### config.mk
export PLATFORM = sky130hd
export DESIGN_NAME = microwire_eeprom_read_master_top
export DESIGN_NICKNAME = d
export VERILOG_FILES = /design/src/design/mwrd_pkg.sv /design/src/design/mwrd_seq.sv /design/src/design/microwire_eeprom_read_master_top.sv
export SDC_FILE = /design/constraint.sdc
export NUM_CORES = 1
export LEC_CHECK = 0
export ABC_AREA = 1
export BUFFER_PORTS_ARGS = -buffer_cell sky130_fd_sc_hd__buf_2
export CAP_MARGIN = 20
export CORE_ASPECT_RATIO = 0.75
export CORE_MARGIN = 2
export CORE_UTILIZATION = 62
export DETAILED_ROUTE_END_ITERATION = 6
export GPL_ROUTABILITY_DRIVEN = 1
export PLACE_DENSITY = 0.91
export SETUP_SLACK_MARGIN = 0.02
export SYNTH_ARGS = -nofsm -noshare
export SYNTH_HDL_FRONTEND = slang
export SYNTH_SLANG_ARGS = --single-unit
### constraint.sdc
create_clock -name i_clk -period 4.75 [get_ports i_clk]
set_clock_uncertainty 0.15 [all_clocks]
set_input_delay 0.2375 -clock i_clk [delete_from_list [all_inputs] [get_ports i_clk]]
set_output_delay 0.2375 -clock i_clk [all_outputs]
set_load 0.05 [all_outputs]
### src/design/mwrd_pkg.sv
// ----------------------------------------------------------------------------
// mwrd_pkg
// shared types and constants of the microwire eeprom read master
// ----------------------------------------------------------------------------
package mwrd_pkg;

    localparam int ADDR_W = 8;    // width of the word address field
    localparam int WORD_W = 16;   // width of the read word field

    localparam int ADDRESS_BITS_DEF = 8;
    localparam int DATA_BITS_DEF    = 16;

    // fixed part of the slot sequence
    localparam int SLOT_ENABLE = 1;   // enable rises from here on
    localparam int SLOT_SELECT = 2;   // chip select rises from here on
    localparam int SLOT_OPCODE = 3;   // first opcode bit
    localparam int SLOT_ADDR   = 6;   // first address bit

    // read opcode, sent msb first
    localparam logic [2:0] READ_OPCODE = 3'b110;

    typedef struct packed {
        logic              start_req;
        logic [ADDR_W-1:0] word_address;
        logic              serial_in;
    } t_item;

    typedef struct packed {
        logic              clock_pulse;
        logic              interface_enable;
        logic              chip_select;
        logic              serial_out;
        logic              busy_res;
        logic              word_valid;
        logic [WORD_W-1:0] read_word;
    } t_result;

    typedef struct packed {
        logic active;
        logic final_slot;
    } t_seq_status;

endpackage

### src/design/mwrd_seq.sv
// ----------------------------------------------------------------------------
// mwrd_seq
// slot sequencer: decodes one bit slot and advances the read sequence
// ----------------------------------------------------------------------------
module mwrd_seq #(
    parameter int ADDRESS_BITS = mwrd_pkg::ADDRESS_BITS_DEF,
    parameter int DATA_BITS    = mwrd_pkg::DATA_BITS_DEF
) (
    input  logic                  i_clk,
    input  logic                  i_rst_n,
    input  logic                  i_step,
    input  mwrd_pkg::t_item       i_item,
    output mwrd_pkg::t_result     o_result,
    output mwrd_pkg::t_seq_status o_status
);

    localparam int SLOT_DUMMY = mwrd_pkg::SLOT_ADDR + ADDRESS_BITS;
    localparam int SLOT_DATA  = SLOT_DUMMY + 1;
    localparam int SLOT_DESEL = SLOT_DATA + DATA_BITS;
    localparam int SLOT_FINAL = SLOT_DESEL + 1;
    localparam int SLOT_W     = $clog2(SLOT_FINAL + 1);

    logic                    r_active;
    logic [SLOT_W-1:0]       r_slot;
    logic [ADDRESS_BITS-1:0] r_addr_sh;
    logic [DATA_BITS-1:0]    r_shift;

    logic                    n_active;
    logic [SLOT_W-1:0]       n_slot;
    logic [ADDRESS_BITS-1:0] n_addr_sh;
    logic [DATA_BITS-1:0]    n_shift;

    logic                    run;
    logic [SLOT_W-1:0]       slot;
    logic [ADDRESS_BITS-1:0] addr_sh;
    logic [DATA_BITS-1:0]    shift;
    logic [1:0]              op_idx;

    always_comb begin
        // a start while idle begins the sequence in this same slot
        run     = r_active | i_item.start_req;
        slot    = r_active ? r_slot : '0;
        addr_sh = r_active ? r_addr_sh : ADDRESS_BITS'(i_item.word_address);
        shift   = r_active ? r_shift : '0;
        op_idx  = 2'(SLOT_W'(mwrd_pkg::SLOT_ADDR - 1) - slot);

        o_result  = '0;
        n_active  = r_active;
        n_slot    = r_slot;
        n_addr_sh = r_addr_sh;
        n_shift   = r_shift;

        if (run) begin
            n_addr_sh = addr_sh;
            n_shift   = shift;
            if (slot >= SLOT_W'(SLOT_FINAL)) begin
                o_result.word_valid = 1'b1;
                o_result.read_word  = mwrd_pkg::WORD_W'(shift);
                n_active            = 1'b0;
                n_slot              = '0;
            end else begin
                o_result.clock_pulse      = 1'b1;
                o_result.busy_res         = 1'b1;
                o_result.interface_enable = (slot >= SLOT_W'(mwrd_pkg::SLOT_ENABLE));
                o_result.chip_select      = (slot >= SLOT_W'(mwrd_pkg::SLOT_SELECT)) &&
                                            (slot <  SLOT_W'(SLOT_DESEL));
                if (slot >= SLOT_W'(mwrd_pkg::SLOT_OPCODE) &&
                    slot <  SLOT_W'(mwrd_pkg::SLOT_ADDR)) begin
                    o_result.serial_out = mwrd_pkg::READ_OPCODE[op_idx];
                end else if (slot >= SLOT_W'(mwrd_pkg::SLOT_ADDR) &&
                             slot <  SLOT_W'(SLOT_DUMMY)) begin
                    o_result.serial_out = addr_sh[ADDRESS_BITS-1];
                    n_addr_sh           = addr_sh << 1;
                end else if (slot >= SLOT_W'(SLOT_DATA) &&
                             slot <  SLOT_W'(SLOT_DESEL)) begin
                    n_shift = {shift[DATA_BITS-2:0], i_item.serial_in};
                end
                n_active = 1'b1;
                n_slot   = slot + SLOT_W'(1);
            end
        end
    end

    always_comb begin
        o_status.active     = r_active;
        o_status.final_slot = r_active && (r_slot >= SLOT_W'(SLOT_FINAL));
    end

    always_ff @(posedge i_clk) begin
        if (!i_rst_n) begin
            r_active <= 1'b0;
            r_slot   <= '0;
        end else if (i_step) begin
            r_active <= n_active;
            r_slot   <= n_slot;
        end
    end

    always_ff @(posedge i_clk) begin
        if (i_step) begin
            r_addr_sh <= n_addr_sh;
            r_shift   <= n_shift;
        end
    end

endmodule

### src/design/microwire_eeprom_read_master_top.sv
// ----------------------------------------------------------------------------
// microwire_eeprom_read_master_top
// microwire eeprom word read master, one serial bit slot per transfer
// ----------------------------------------------------------------------------
// Each input transfer is one serial bit slot and yields exactly one output
// transfer describing that slot. A start request while idle latches the word
// address and begins the read at once; a read takes ADDRESS_BITS + DATA_BITS
// + 8 clocked slots (idle, enable, select, opcode 110, address msb first,
// dummy zero, data bits sampled msb first, deselect) plus one unclocked slot
// that drops the enable and shows the word with word_valid. Starts that
// arrive during a read, its final slot included, are ignored. The block
// takes one transfer per clock while its input is not stalled; a slot goes
// from the input register through the slot decoder into the result
// register, so back-to-back slots flow at one per clock while the output
// is not stalled. While a finished result waits, the input register can
// take one more transfer; after that the input stalls until the result is
// taken.
// ----------------------------------------------------------------------------
module microwire_eeprom_read_master_top #(
    parameter int ADDRESS_BITS = mwrd_pkg::ADDRESS_BITS_DEF,
    parameter int DATA_BITS    = mwrd_pkg::DATA_BITS_DEF
) (
    input  logic                        i_clk,
    input  logic                        i_rst_n,
    // input channel
    input  logic                        i_in_valid,
    output logic                        o_in_stall,
    input  logic                        i_start_req,
    input  logic [mwrd_pkg::ADDR_W-1:0] i_word_address,
    input  logic                        i_serial_in,
    // output channel
    output logic                        o_out_valid,
    input  logic                        i_out_stall,
    output logic                        o_clock_pulse,
    output logic                        o_interface_enable,
    output logic                        o_chip_select,
    output logic                        o_serial_out,
    output logic                        o_busy_res,
    output logic                        o_word_valid,
    output logic [mwrd_pkg::WORD_W-1:0] o_read_word
);

    // input register
    logic                  r_in_valid;
    mwrd_pkg::t_item       r_in;
    // result register
    logic                  r_out_valid;
    mwrd_pkg::t_result     r_out;

    logic                  advance;
    mwrd_pkg::t_result     seq_res;
    mwrd_pkg::t_seq_status seq_status;

    // a held slot moves on when the result register is empty or being drained
    assign advance    = r_in_valid && (!r_out_valid || !i_out_stall);
    assign o_in_stall = r_in_valid && !advance;

    always_ff @(posedge i_clk) begin
        if (!i_rst_n) begin
            r_in_valid <= 1'b0;
        end else if (!o_in_stall) begin
            r_in_valid <= i_in_valid;
        end
    end

    always_ff @(posedge i_clk) begin
        if (i_in_valid && !o_in_stall) begin
            r_in.start_req    <= i_start_req;
            r_in.word_address <= i_word_address;
            r_in.serial_in    <= i_serial_in;
        end
    end

    // slot decode and sequence state, stepped once per moved slot
    mwrd_seq #(
        .ADDRESS_BITS (ADDRESS_BITS),
        .DATA_BITS    (DATA_BITS)
    ) u_seq (
        .i_clk    (i_clk),
        .i_rst_n  (i_rst_n),
        .i_step   (advance),
        .i_item   (r_in),
        .o_result (seq_res),
        .o_status (seq_status)
    );

    always_ff @(posedge i_clk) begin
        if (!i_rst_n) begin
            r_out_valid <= 1'b0;
        end else if (advance) begin
            r_out_valid <= 1'b1;
        end else if (!i_out_stall) begin
            r_out_valid <= 1'b0;
        end
    end

    always_ff @(posedge i_clk) begin
        if (advance) begin
            r_out <= seq_res;
        end
    end

    assign o_out_valid        = r_out_valid;
    assign o_clock_pulse      = r_out.clock_pulse;
    assign o_interface_enable = r_out.interface_enable;
    assign o_chip_select      = r_out.chip_select;
    assign o_serial_out       = r_out.serial_out;
    assign o_busy_res         = r_out.busy_res;
    assign o_word_valid       = r_out.word_valid;
    assign o_read_word        = r_out.read_word;

    // every clocked slot leaves the sequence running
    a_busy_keeps_active: assert property (@(posedge i_clk) disable iff (!i_rst_n)
        advance && seq_res.busy_res |=> seq_status.active)
        else $error("sequence stopped after a clocked slot");

    // the final slot ends the sequence
    a_final_ends: assert property (@(posedge i_clk) disable iff (!i_rst_n)
        advance && seq_res.word_valid |=> !seq_status.active)
        else $error("sequence still running after the final slot");

    // the final slot always presents the word
    a_final_valid: assert property (@(posedge i_clk) disable iff (!i_rst_n)
        advance && seq_status.final_slot |-> seq_res.word_valid && !seq_res.clock_pulse)
        else $error("final slot without word_valid");

    // chip select never active without the interface enable
    a_cs_needs_en: assert property (@(posedge i_clk) disable iff (!i_rst_n)
        r_out_valid && r_out.chip_select |-> r_out.interface_enable)
        else $error("chip select without interface enable");

endmodule

# Yosys cells after proc, flatten, opt, wreduce, memory -nomap -nowiden
# Index checks and enable logic that the tools add are counted.
# Widths: inputs -> output; s select.
classes:
  mux: 20
  n_reduce_logical: 15
  div_mod_pow: 0
  n_bitwise: 2
  n_lt_le_gt_ge: 10
  mul: 0
  shift: 0
  add_sub_neg: 2
  n_eq_ne: 1
ops:
  columns: ["operator", "n"]
  rows:
  - ["$mux 16", 5]
  - ["$mux 8", 4]
  - ["$mux 17", 1]
  - ["$ge 6x2->1 const B", 2]
  - ["$mux 6", 2]
  - ["$logic_and 1x1->1", 7]
  - ["$add 6x1->6 const B", 1]
  - ["$ge 6x1->1 const B", 1]
  - ["$ge 6x3->1 const B", 1]
  - ["$ge 6x4->1 const B", 1]
  - ["$ge 6x6->1 const B", 1]
  - ["$lt 6x3->1 const B", 1]
  - ["$lt 6x4->1 const B", 1]
  - ["$lt 6x5->1 const B", 1]
  - ["$mux 1", 6]
  - ["$mux 5", 1]
  - ["$logic_not 1->1", 4]
  - ["$reduce_and 2->1", 2]
  - ["$lt 2x3->1 const B", 1]
  - ["$bmux 1 s2", 1]
  - ["$ne 2x1->1 const B", 1]
  - ["$reduce_or 2->1", 1]
  - ["$sub 1x2->2 const A", 1]
  - ["$logic_or 1x1->1", 1]
  - ["other kinds (2)", 2]
totals:
  ff_bits: 65
  latch_bits: 0
  n_memories: 0
  mem_bits_ro: 0
  mem_bits_rw: 0
  out_inout_bits: 24

# Logic depth before layout (Yosys ltp)
logic_depth:
  word_depth: 7
  ltp_mapped: 15
  mapped_depth_nobuf: 12

# Modules after synthesis
# Synthesis repeated with hierarchy kept, for this count alone.
unflattened:
  cells_unflattened: 310
  area_unflattened_um2: 3029.2
by_module_without_submodules:
  columns: ["module", "area_each_um2", "seq_area_each_um2", "cells_each", "instances"]
  rows:
  - ["mwrd_seq", 1973.1, 860.8, 265, 1]
  - ["microwire_eeprom_read_master_top", 1056.0, 1001.0, 45, 1]

# Least setup slack after synthesis
# Ideal clock, no wire load.
synth_path:
  path_kind: "reg-to-reg"
  start: "reg r_out_valid, in the netlist o_out_valid"
  end: "reg u_seq.r_addr_sh[0], enable pin"
  t_arrival_ps: 2075
  required_ps: 4221
  path_buffers: 0
  path_stages_with_launch: 6
  period_less_slack_ps: 2605
  setup_slack_ps: 2145
  path_cell_list: "dfxtp_1 nand2_1 nand2_1 inv_1 o21ai_1 inv_1"
synth_between:
  elab_chain_cells: 4
synth_rtl:
  columns: ["element", "line", "source"]
  rows:
  - ["start, declared", "microwire_eeprom_read_master_top.sv:47", "logic r_out_valid;"]
  - ["start signal, assigned", "microwire_eeprom_read_master_top.sv:89", "r_out_valid <= 1'b0;"]
  - ["start signal, assigned", "microwire_eeprom_read_master_top.sv:91", "r_out_valid <= 1'b1;"]
  - ["start signal, assigned", "microwire_eeprom_read_master_top.sv:93", "r_out_valid <= 1'b0;"]
  - ["$logic_not 1->1", "microwire_eeprom_read_master_top.sv:55", "assign advance = r_in_valid && (!r_out_valid || !i_out_stall);"]
  - ["$logic_or 1x1->1", "microwire_eeprom_read_master_top.sv:55", null]
  - ["$logic_and 1x1->1", "microwire_eeprom_read_master_top.sv:55", null]
  - ["via advance", "microwire_eeprom_read_master_top.sv:50", "logic advance;"]
  - ["$reduce_and 2->1 (no line)", null, null]
  - ["end signal, assigned", "mwrd_seq.sv:101", "r_addr_sh <= n_addr_sh;"]
  - ["end, declared", "mwrd_seq.sv:25", "logic [ADDRESS_BITS-1:0] r_addr_sh;"]
# The timed path passes the listed nets, and every way through them passes these cells.
# A chain may end at the register's enable or synchronous reset.

# Final worst setup path
layout_path:
  start: "reg u_seq.r_active"
  end: "reg u_seq.r_shift[15], data pin"
layout_between:
  elab_chain_cells: 7
layout_rtl:
  columns: ["element", "line", "source"]
  rows:
  - ["start, declared", "mwrd_seq.sv:23", "logic r_active;"]
  - ["start signal, assigned", "mwrd_seq.sv:94", "r_active <= n_active;"]
  - ["$mux 6", "mwrd_seq.sv:42", "slot = r_active ? r_slot : '0;"]
  - ["$ge 6x4->1 / $lt 6x5->1 (equally long branches)", "mwrd_seq.sv:74, mwrd_seq.sv:75", null]
  - ["$logic_and 1x1->1", "mwrd_seq.sv:74", "end else if (slot >= SLOT_W'(SLOT_DATA) &&"]
  - ["$mux 16", "mwrd_seq.sv:74", null]
  - ["$mux 16", "mwrd_seq.sv:70", "end else if (slot >= SLOT_W'(mwrd_pkg::SLOT_ADDR) &&"]
  - ["$mux 16", "mwrd_seq.sv:67", "if (slot >= SLOT_W'(mwrd_pkg::SLOT_OPCODE) &&"]
  - ["$mux 16 *", "mwrd_seq.sv:56", "if (slot >= SLOT_W'(SLOT_FINAL)) begin"]
  - ["end signal, assigned", "mwrd_seq.sv:102", "r_shift <= n_shift;"]
  - ["end, declared", "mwrd_seq.sv:26", "logic [DATA_BITS-1:0] r_shift;"]
# Every way passes the cells marked *; elsewhere a longest branch is shown, timed or not.

==> results.md <==
* Largest net degree at the start of global routing at 27
* Buffers on Ports at 37
* First-pass GRT wire length at between 10000 and 15000 µm
* Leakage at 0.00168 µW
* Syn_area_per_cell at 9.36 µm²
* Seq/Total Area, Yosys at 0.590
* Fin. Hold Viols at 0
* Die Y at ~65 µm
* Startpoint Class: register
* Max frequency at 328 MHz
* Worst path most repeated cell: inv_1
* DRC violations left at 3
* Share of layout cells above drive strength 1 at 0.175
* Hold Path Depth at 3
* Dominant synthesized flop cell: edfxtp_1
* Tot GR Track Use at 0.241
* Initial Utilization at 0.638
* Logic pwr share at 0.084
* Clk root buf: clkbuf_8
* Worst-Skew Late Latency at 0.35 ns
* Hold-fix buffers, CTS at 11
* Clock power frac at 0.402
* RSZ-0062 raised after global routing: false
* Hold WC Path Type: input port to register
* Worst path cell trace: nand2_1 > inv_1 > ha_1 > inv_1 > nor2_8 > nand3_4 > nand3_4 > inv_1 > nand3_1 > nand2_1
* Synthesized area at 3110 µm²
* Post-layout power at approximately 1300 µW
* # Post-CTS Setup Buffers at 0
* NetSw at 284 µW
* Rows at 22
* Status: complete, but fails checks
* CTS clk-pin slew, worst paths at ~0.070 ns
* Worst slew margin at 0.363
* Post-synthesis cell count at 332
* Drt total wl at ~6000 µm
* Crit Path Category: register to register
* Most frequent cells in the layout: nand2_1 (124), edfxtp_1 (55), buf_2 (37)
* Area growth from synthesis to layout at 15.6%
* Pwr/cell area at 350 nW/µm²
* Max-Cap Viols at 0
* DR iter-0 viols at 303
* Synth area leaders: edfxtp_1 (53%), nand2_1 (15%), dfxtp_1 (5.8%), inv_1 (4.0%), nor2_1 (3.1%)
* DRT Pass-1 Iters at 7
* Critical Path AT at 3.00 ns
* Synth unique cells at 30
* Worst Path Max Fanout at 23
* Max VDD drop at 0.267 mV
* Worst Tran Pin Value at 0.955 ns
* Post-route setup TNS at 0 ns
* Ys Warns at 0
* GPL Wtd Cong at 0.789
* Core ar. at 4870 µm²
* Initial antenna violation count at 0
* Post-synth ARST share at 0
* Final nets at 394
* Dpl ws at 1.76 ns
* Final Setup Violations at 0
* CTS tree: yes
* CP endpoint kind: register
* H-tree Lvls at 3
* Final WS setup at 1.71 ns
* Tcrit/Tclk final at 0.641
* Post-layout util at 0.737
* Delay of the slowest cell on the worst path at about 0.92 ns
* Most common cell after layout, fill and taps aside: nand2_1
* Tmin final at 3.04 ns
* Sw Share at 0.226
* Register-to-Register Path Depth at 10
* Post-CTS resize count at 0
* Dpl hpwl at 3810 µm
* Gr ovfl total at 0
* Ant diodes at 0
* Largest area contributor in the synthesized netlist: edfxtp_1
* Antenna-violating nets left at 0
* CP max stage cell: dfxtp_1
* Die area at 5600 µm²
* Via count at ~2400
* Failing checks: design-rule violations
* Average routed wire per standard cell at about 14 µm
* Synth top area share at 0.532
* CTS buffer count at 9
* Fillers at 342
* Pint at 972 µW
* CTS Sinks at 64
* Synthesized Nets at 348
* Pins Over Slew Limit at 0
* Vias in the first global route at ~2300
* Reg power frac at 0.514
* Seq cells post-synth at 64
* Buffer depth of the longest clock path at 2
* Die Span X at between 80 and 90 µm
* Crit path required time at 4.70 ns
* EDFF count, synth at 55
* Via/cell ratio at 5.46
* Number of top-level pins at 38
[through the flow]
| step | hold slack, ns | instances | area (µm²) |
|---|---|---|---|
| detailed placement | 0.266 | 416 | 3270 |
| floorplan | 0.186 | 332 | 3110 |
| global placement | 0.263 | 416 | 3270 |
| global route | 0.0796 | 443 | 3590 |
| finish | 0.0489 | 443 | 3590 |
| CTS | 0.0406 | 443 | 3590 |
[worst max-delay path, delay by kind of cell, from the launching register on]
kind	cells	cell delay (ns)
buffers and inverters	3	0.44
and+or+nand+nor	6	1.12
DFF	1	0.92
adders and majority gates	1	0.17
[power by group through the flow]
stage               logic [µW]  clock network (µW)  registers, µW
floorplan                 43.8                   0            688
global placement          94.8                   0            656
detailed placement        97.1                   0            657
CTS                        105                 514            645
global route               114                 536            648
finish                     105                 505            645
[area by class of cell]
class / count / area (µm²) / area share
Inverter: 37 / 141 / 0.0394
Multi-Input combinational cell: 217 / 1030 / 0.286
Clock inverter: 4 / 68.8 / 0.0192
Sequential cell: 64 / 1830 / 0.510
Clock buffer: 12 / 145 / 0.0404
Tap cell: 60 / 75.1 / 0.0209
Timing Repair Buffer: 49 / 303 / 0.0843
[synth_stat cells, types with 4 or more instances]
cell / number
a21oi_1: 10
a31oi_1: 4
buf_4: 6
buf_6: 4
dfxtp_1: 9
edfxtp_1: 55
inv_1: 33
nand2_1: 124
nand2_2: 4
nand2_4: 4
nand3_1: 10
nand4_1: 13
nor2_1: 26
o21ai_0: 4
o21ai_1: 6
[sequential cells by signal, summed over array words and instances, names as in the netlist]
name                flops
o_chip_select           1
o_clock_pulse           1
o_interface_enable      1
o_out_valid             1
o_read_word            16
o_serial_out            1
o_word_valid            1
r_in                   10
r_in_valid              1
u_seq.r_active          1
u_seq.r_addr_sh         8
u_seq.r_shift          16
u_seq.r_slot            6
[routing by layer]
metal / global-route usage / wire [µm] / vias up
met2: 0.387 / 2910 / 112
met5: 0 / 0 / -
met4: 0.125 / 172 / 0
met3: 0.0842 / 446 / 23
li1: - / - / 1178
met1: 0.290 / 2570 / 1106
[kinds of logic (layout without fill, tap and decap cells)]
family	after synthesis	count (layout)	synth area share
multiplexers	1	1	0.00322
AND/OR/NAND/NOR	188	188	0.273
flip-flops	64	64	0.590
buffers and inverters	51	102	0.0801
AO/OA/AOI/OAI	26	26	0.0455
adder cells (fa/ha/maj)	2	2	0.00805
[final timing paths]
kind,start,to,slack [ns]
max,u_seq.r_active$_SDFFE_PN0P_,u_seq.r_shift[15]$_DFFE_PP_,1.71
min reg2reg,u_seq.r_slot[0]$_SDFFE_PN0P_,u_seq.r_slot[0]$_SDFFE_PN0P_,0.32
min,i_out_stall,o_out_valid$_SDFFE_PN0P_,0.05
max reg2reg,u_seq.r_active$_SDFFE_PN0P_,u_seq.r_shift[15]$_DFFE_PP_,1.71
Note: power is estimated with default switching activity, not from simulation.
